--- config.mk ---
export PLATFORM = sky130hd
export DESIGN_NAME = gf256_multiply_inverse_unit
export DESIGN_NICKNAME = d
export VERILOG_FILES = /design/src/gfmi_pkg.sv /design/src/gf256_multiply_inverse_unit.sv /design/src/gfmi_entry.sv /design/src/gfmi_step.sv
export SDC_FILE = /design/constraint.sdc
export NUM_CORES = 2
export LEC_CHECK = 0
export BUFFER_PORTS_ARGS = -buffer_cell sky130_fd_sc_hd__buf_2
export CAP_MARGIN = 5
export CORE_ASPECT_RATIO = 1.2
export CORE_UTILIZATION = 30
export DETAILED_ROUTE_END_ITERATION = 8
export HOLD_SLACK_MARGIN = 0.08
export SETUP_SLACK_MARGIN = 0.02
export SLEW_MARGIN = 20
export SYNTH_ARGS = -nofsm -noshare
export SYNTH_HDL_FRONTEND = slang
export SYNTH_SLANG_ARGS = --single-unit
--- constraint.sdc ---
create_clock -name clock -period 13.8 [get_ports clock]
set_input_delay 2.76 -clock clock [delete_from_list [all_inputs] [get_ports clock]]
set_output_delay 2.76 -clock clock [all_outputs]
set_load 0.1 [all_outputs]
--- src/gfmi_pkg.sv ---
// Shared types, constants and the GF(2^8) multiply function for the
// multiply/inverse unit. No dependencies.
package gfmi_pkg;

   localparam int unsigned ByteWidth  = 8;
   localparam int unsigned NumSteps   = 13;  // one entry step plus twelve chain steps
   localparam logic [ByteWidth-1:0] PolyReset = 8'h1B;

   typedef enum logic [1:0] {
      MODE_ADD = 2'd0,
      MODE_MUL = 2'd1,
      MODE_INV = 2'd2
   } mode_type;

   typedef enum logic {
      STEP_SQUARE = 1'b0,
      STEP_MUL_A  = 1'b1
   } step_type;

   typedef struct packed {
      mode_type             mode;
      logic [ByteWidth-1:0] a;
      logic [ByteWidth-1:0] r;
   } item_type;

   // Carry-less product of two bytes reduced by x^8 + poly_low.
   function automatic logic [ByteWidth-1:0] gf_mul(
      input logic [ByteWidth-1:0] x_in,
      input logic [ByteWidth-1:0] y_in,
      input logic [ByteWidth-1:0] poly_low
   );
      logic [ByteWidth-1:0] x;
      logic [ByteWidth-1:0] acc;
      logic                 carry;
      x   = x_in;
      acc = '0;
      for (int k = 0; k < ByteWidth; k++) begin
         if (y_in[k]) begin
            acc = acc ^ x;
         end
         carry = x[ByteWidth-1];
         x     = {x[ByteWidth-2:0], 1'b0};
         if (carry) begin
            x = x ^ poly_low;
         end
      end
      return acc;
   endfunction

endpackage

--- src/gf256_multiply_inverse_unit.sv ---
// Top level of the GF(2^8) add/multiply/inverse unit: polynomial register,
// entry stage and twelve chain stages. Depends on gfmi_pkg, gfmi_entry, gfmi_step.
//
//   channel | ports                                  | direction
//   --------+----------------------------------------+----------
//   request | req_valid, req_stall, req_mode, req_operand_a/b | in
//   result  | rsp_valid, rsp_stall, rsp_result       | out
//   config  | csr_write_enable, csr_write_data       | in
//
// At most one GF multiply per stage; a new transaction enters every cycle
// unless a held result stalls the pipeline. The last stage register is the
// output register. Reset clears all stage valid bits and loads polynomial 0x1B.
// A stalled result freezes the whole pipeline; req_stall follows it directly.
module gf256_multiply_inverse_unit (
   input  logic                          clock,
   input  logic                          reset,
   input  logic                          req_valid,
   output logic                          req_stall,
   input  logic [1:0]                    req_mode,
   input  logic [gfmi_pkg::ByteWidth-1:0] req_operand_a,
   input  logic [gfmi_pkg::ByteWidth-1:0] req_operand_b,
   output logic                          rsp_valid,
   input  logic                          rsp_stall,
   output logic [gfmi_pkg::ByteWidth-1:0] rsp_result,
   input  logic                          csr_write_enable,
   input  logic [gfmi_pkg::ByteWidth-1:0] csr_write_data
);
   import gfmi_pkg::*;

   logic [ByteWidth-1:0] poly_ff;
   logic                 advance;
   logic                 stage_valid [NumSteps];
   item_type             stage_item  [NumSteps];

   always_ff @(posedge clock) begin
      if (reset) begin
         poly_ff <= PolyReset;
      end else if (csr_write_enable) begin
         poly_ff <= csr_write_data;
      end
   end

   // Advance everything unless a finished result is held.
   assign advance   = !(stage_valid[NumSteps-1] && rsp_stall);
   assign req_stall = !advance;

   gfmi_entry u_entry (
      .clock     (clock),
      .reset     (reset),
      .advance   (advance),
      .in_valid  (req_valid),
      .in_mode   (req_mode),
      .in_a      (req_operand_a),
      .in_b      (req_operand_b),
      .poly      (poly_ff),
      .out_valid (stage_valid[0]),
      .out_item  (stage_item[0])
   );

   for (genvar i = 1; i < NumSteps; i++) begin : g_step
      gfmi_step u_step (
         .clock     (clock),
         .reset     (reset),
         .advance   (advance),
         .kind      ((i % 2 == 1) ? STEP_MUL_A : STEP_SQUARE),
         .poly      (poly_ff),
         .in_valid  (stage_valid[i-1]),
         .in_item   (stage_item[i-1]),
         .out_valid (stage_valid[i]),
         .out_item  (stage_item[i])
      );
   end

   assign rsp_valid  = stage_valid[NumSteps-1];
   assign rsp_result = stage_item[NumSteps-1].r;

endmodule

--- src/gfmi_entry.sv ---
// First pipeline stage: decodes the operation and does add, multiply or the
// first square of the inverse chain. Depends on gfmi_pkg.
module gfmi_entry (
   input  logic                          clock,
   input  logic                          reset,
   input  logic                          advance,
   input  logic                          in_valid,
   input  logic [1:0]                    in_mode,
   input  logic [gfmi_pkg::ByteWidth-1:0] in_a,
   input  logic [gfmi_pkg::ByteWidth-1:0] in_b,
   input  logic [gfmi_pkg::ByteWidth-1:0] poly,
   output logic                          out_valid,
   output gfmi_pkg::item_type            out_item
);
   import gfmi_pkg::*;

   logic     valid_ff;
   item_type item_ff;
   item_type item_in;

   always_comb begin
      item_in.mode = mode_type'(in_mode);
      item_in.a    = in_a;
      case (in_mode)
         MODE_ADD: item_in.r = in_a ^ in_b;
         MODE_MUL: item_in.r = gf_mul(in_a, in_b, poly);
         MODE_INV: item_in.r = gf_mul(in_a, in_a, poly);
         default:  item_in.r = '0;
      endcase
   end

   always_ff @(posedge clock) begin
      if (reset) begin
         valid_ff <= 1'b0;
      end else if (advance) begin
         valid_ff <= in_valid;
      end
   end

   always_ff @(posedge clock) begin
      if (advance) begin
         item_ff <= item_in;
      end
   end

   assign out_valid = valid_ff;
   assign out_item  = item_ff;

endmodule

--- src/gfmi_step.sv ---
// One stage of the inverse chain: square the running value or multiply it
// by the operand; other operations pass through. Depends on gfmi_pkg.
module gfmi_step (
   input  logic                          clock,
   input  logic                          reset,
   input  logic                          advance,
   input  gfmi_pkg::step_type            kind,
   input  logic [gfmi_pkg::ByteWidth-1:0] poly,
   input  logic                          in_valid,
   input  gfmi_pkg::item_type            in_item,
   output logic                          out_valid,
   output gfmi_pkg::item_type            out_item
);
   import gfmi_pkg::*;

   logic                 valid_ff;
   item_type             item_ff;
   item_type             item_in;
   logic [ByteWidth-1:0] factor;

   always_comb begin
      factor  = (kind == STEP_SQUARE) ? in_item.r : in_item.a;
      item_in = in_item;
      if (in_item.mode == MODE_INV) begin
         item_in.r = gf_mul(in_item.r, factor, poly);
      end
   end

   always_ff @(posedge clock) begin
      if (reset) begin
         valid_ff <= 1'b0;
      end else if (advance) begin
         valid_ff <= in_valid;
      end
   end

   always_ff @(posedge clock) begin
      if (advance) begin
         item_ff <= item_in;
      end
   end

   assign out_valid = valid_ff;
   assign out_item  = item_ff;

endmodule

==> impl_results.md <==
- Status: complete, no violations
- Crit start category: primary input
- Most frequent cells in the layout: nand2_1 (1298), xnor2_1 (1003), o21ai_0 (243)
- Post-synthesis net count: about 5100
- Vias: 35410
- Predominant post-synthesis flop cell: edfxtp_1
- Share of layout cells above drive strength 1: between 6 and 7%
- # hold bufs at CTS: 0
- Final ANT Viol Nets: 0
- Mapped Cells: a little over 5000
- DP HPWL: about 86 mm
- Sequential area share after synthesis: between 10% and 20%
- CP Launch Point: req_operand_a[7]
- CTS Buffer Depth: 3
- Worst Path Arrival: 7.65 ns
- Fmax: about 140 MHz
- GR met2 Demand/Resource: between 30% and 40%
- Critical path's slowest cell: a211oi_1
- First-pass GRT wire length: 195.4 mm
- Register Area: just under 0.007 mm²
- Clock insertion delay at the later pin of the skew report: 0.60 ns
- Layout fillers: roughly 13000
- Met1 usage: 24.86%
- Max Cap Viol: 0
- Worst Setup End Kind: register
- Post-CTS Resized: 0
- Crit path capture: u_entry.out_item[7]$_DFFE_PN_
- Layout net count: between 4000 and 5000
- Initial core utilization: 30.39%
- # DRC: 0
- Post-Syn Area: between 0.03 and 0.04 mm²
- Stages on worst setup path: 14
- Setup Buffers After CTS: 0
- Port bufs: 40
- Vias per cell: between 5 and 6
- Core Region: 0.1237 mm²
- Die height: between 300 and 400 µm
- CTS clock-pin slew for the worst setup and hold paths: approximately 0.070 ns
- Htree depth: 1
- CTS Sinks: 237
- Vias in the first global route: approximately 33000
- Setup TNS Final: 0 ns
- Met3 Use GR: between 1.5 and 2%
- Total Routed Length: 126.5 mm
- Worst reg2reg path depth: 15
- CP Max Fanout: 38
- Die area: ~0.13 mm²
- Routed len/inst: about 19 µm
- Largest net degree at the start of global routing: roughly 130
- Worst path cell trace: buf_2 > nand3b_1 > a221oi_2 > nor2_2 > xnor3_1 > a211oi_1 > o211a_1 > o21ai_2 > xor2_2 > o21ai_0 > and3_1 > or3_1 > a311o_1 > o21ai_1
- Die X: between 300 and 400 µm
- Critical path data required time: roughly 14 ns
- Worst Skew: approximately 0.017 ns
- Number of flops mapped to enable cells by yosys: roughly 220
- Fin crit period: about 7 ns
- Cts bufs inserted: 29
- First-pass detailed-route iteration total: 5
- Grt peak-use layer: met2
- Initial antenna violation count: 5
- Crit Reg-Reg Endpoint: g_step[6].u_step.out_item[3]$_DFFE_PN_
- Yosys warns: 0
- Tcrit/Tclk final: between 50 and 60%
- Buf/Inv on CP: 1
- Max-slew violation count: 0
- R2r setup slk: 7.51 ns
- Critical path type: in2reg
- Synth Area per Inst: ~7.4 µm²
- Final Wtd Congestion: roughly 0.90
- Top Family by Delay on Critical Path: compound AO/OA/AOI/OAI gates
- Total gr overflow: 0
- Worst Max-Slew Pin Slew: 1.143 ns
- Min-Delay Path Class: reg2reg
- Hold Violations, Final: 0
- Initial drt markers: 3083
- Asr flop ratio synth: 0%
- Most common cell after layout, fill and taps aside: nand2_1
- CTS tree: yes
- Ant diodes: 0
- Synth unique cells: approximately 110
- Overall fraction of global-route tracks in use: approximately a fifth
- Synthesis-stage register bit count: ~240
- IO Count: 41
- Num rows: roughly 140
- Critical Path Max Stage Delay: roughly 0.67 ns
- CTS Root Cell: clkbuf_16
- RSZ-0062 raised after global routing: false
- Critical R2R Launch: poly_ff[7]$_SDFFE_PP0P_
- Relative slew slack: a little under a quarter
- Area Overhead vs Synth: 5.346%
- Final setup fails: 0
- Multi-input gate area: 0.02875 mm²
[cell type report]
class	count	area share [%]
Clock inverter	23	0.6731
Sequential cell	237	17.52
Clock buffer	30	1.842
Inverter	49	0.4708
Tap cell	1644	5.195
Timing Repair Buffer	98	1.700
Multi-Input combinational cell	4413	72.60
[Yosys cell counts, drive strengths merged (38+ instances only)]
cell | number | area (µm²)
a21boi | 38 | 285.3
nor2 | 213 | 852.1
nor3 | 71 | 385.4
o22ai | 42 | 262.8
xnor3 | 44 | 991.0
xnor2 | 1005 | 8817
clkbuf | 266 | 998.5
inv | 47 | 176.4
nor2b | 43 | 269.0
edfxtp | 216 | 6486
xor2 | 172 | 1514
nand3 | 134 | 670.6
o211ai | 42 | 320.3
o21a | 60 | 450.4
buf | 145 | 768.2
or3 | 46 | 312.8
o21ai | 271 | 1360
a211oi | 58 | 475.5
a21oi | 220 | 1120
nand2 | 1301 | 4893
[worst min-delay path by stage]
stage                                                 start  depth (start not counted)                                  endpoint  slack, ns
floorplan           g_step[9].u_step.out_item[10]$_DFFE_PN_                          0  g_step[10].u_step.out_item[10]$_DFFE_PN_       0.40
global placement    g_step[9].u_step.out_item[13]$_DFFE_PN_                          0  g_step[10].u_step.out_item[13]$_DFFE_PN_       0.40
detailed placement  g_step[1].u_step.out_item[13]$_DFFE_PN_                          0   g_step[2].u_step.out_item[13]$_DFFE_PN_       0.40
CTS                  g_step[5].u_step.out_item[9]$_DFFE_PN_                          0    g_step[6].u_step.out_item[9]$_DFFE_PN_       0.41
global route         g_step[5].u_step.out_item[9]$_DFFE_PN_                          0    g_step[6].u_step.out_item[9]$_DFFE_PN_       0.41
finish               g_step[5].u_step.out_item[9]$_DFFE_PN_                          0    g_step[6].u_step.out_item[9]$_DFFE_PN_       0.41
[logic make-up (layout without fill, tap and decap cells)]
family / count (synthesis) / after routing / synth area share, %
xor+xnor: 1232 / 1232 / 30.84
compound gates: 1038 / 1038 / 18.99
simple gates: 2087 / 2087 / 25.01
fa+ha+maj: 1 / 1 / 0.03328
buf+inv: 460 / 200 / 5.190
mux: 55 / 55 / 1.558
flops: 237 / 237 / 18.38
[routing by layer]
metal	vias to the layer above	part of all wire, %	wire length [µm]
met5	-	0	0
met4	0	4.6	5805
met3	296	6.5	8263
met2	1326	46	58740
met1	16830	42	53700
li1	16960	-	-
[state kept, by name (all words and copies together) (netlist names)]
signal,cells
g_step.u_step.out_item,198
g_step.u_step.out_valid,12
poly_ff,8
u_entry.out_item,18
u_entry.out_valid,1
[metrics by stage]
stage                     cell area, µm²  hold slack, ns  utilization [%]  cells  setup WS (ns)
after floorplan                    37590          0.4003                -   5110          4.230
after global placement             38600          0.4000            31.21   6441          6.147
after detailed placement           38600          0.4045            31.21   6441          6.070
after CTS                          39600          0.4114            32.02   6494          6.686
after global routing               39600          0.4128            32.02   6494          6.191
final                              39600          0.4068            32.02   6494          6.585
Power is not shown: default switching activity piles up to over one toggle a cycle in this logic, so the estimate is an artifact.
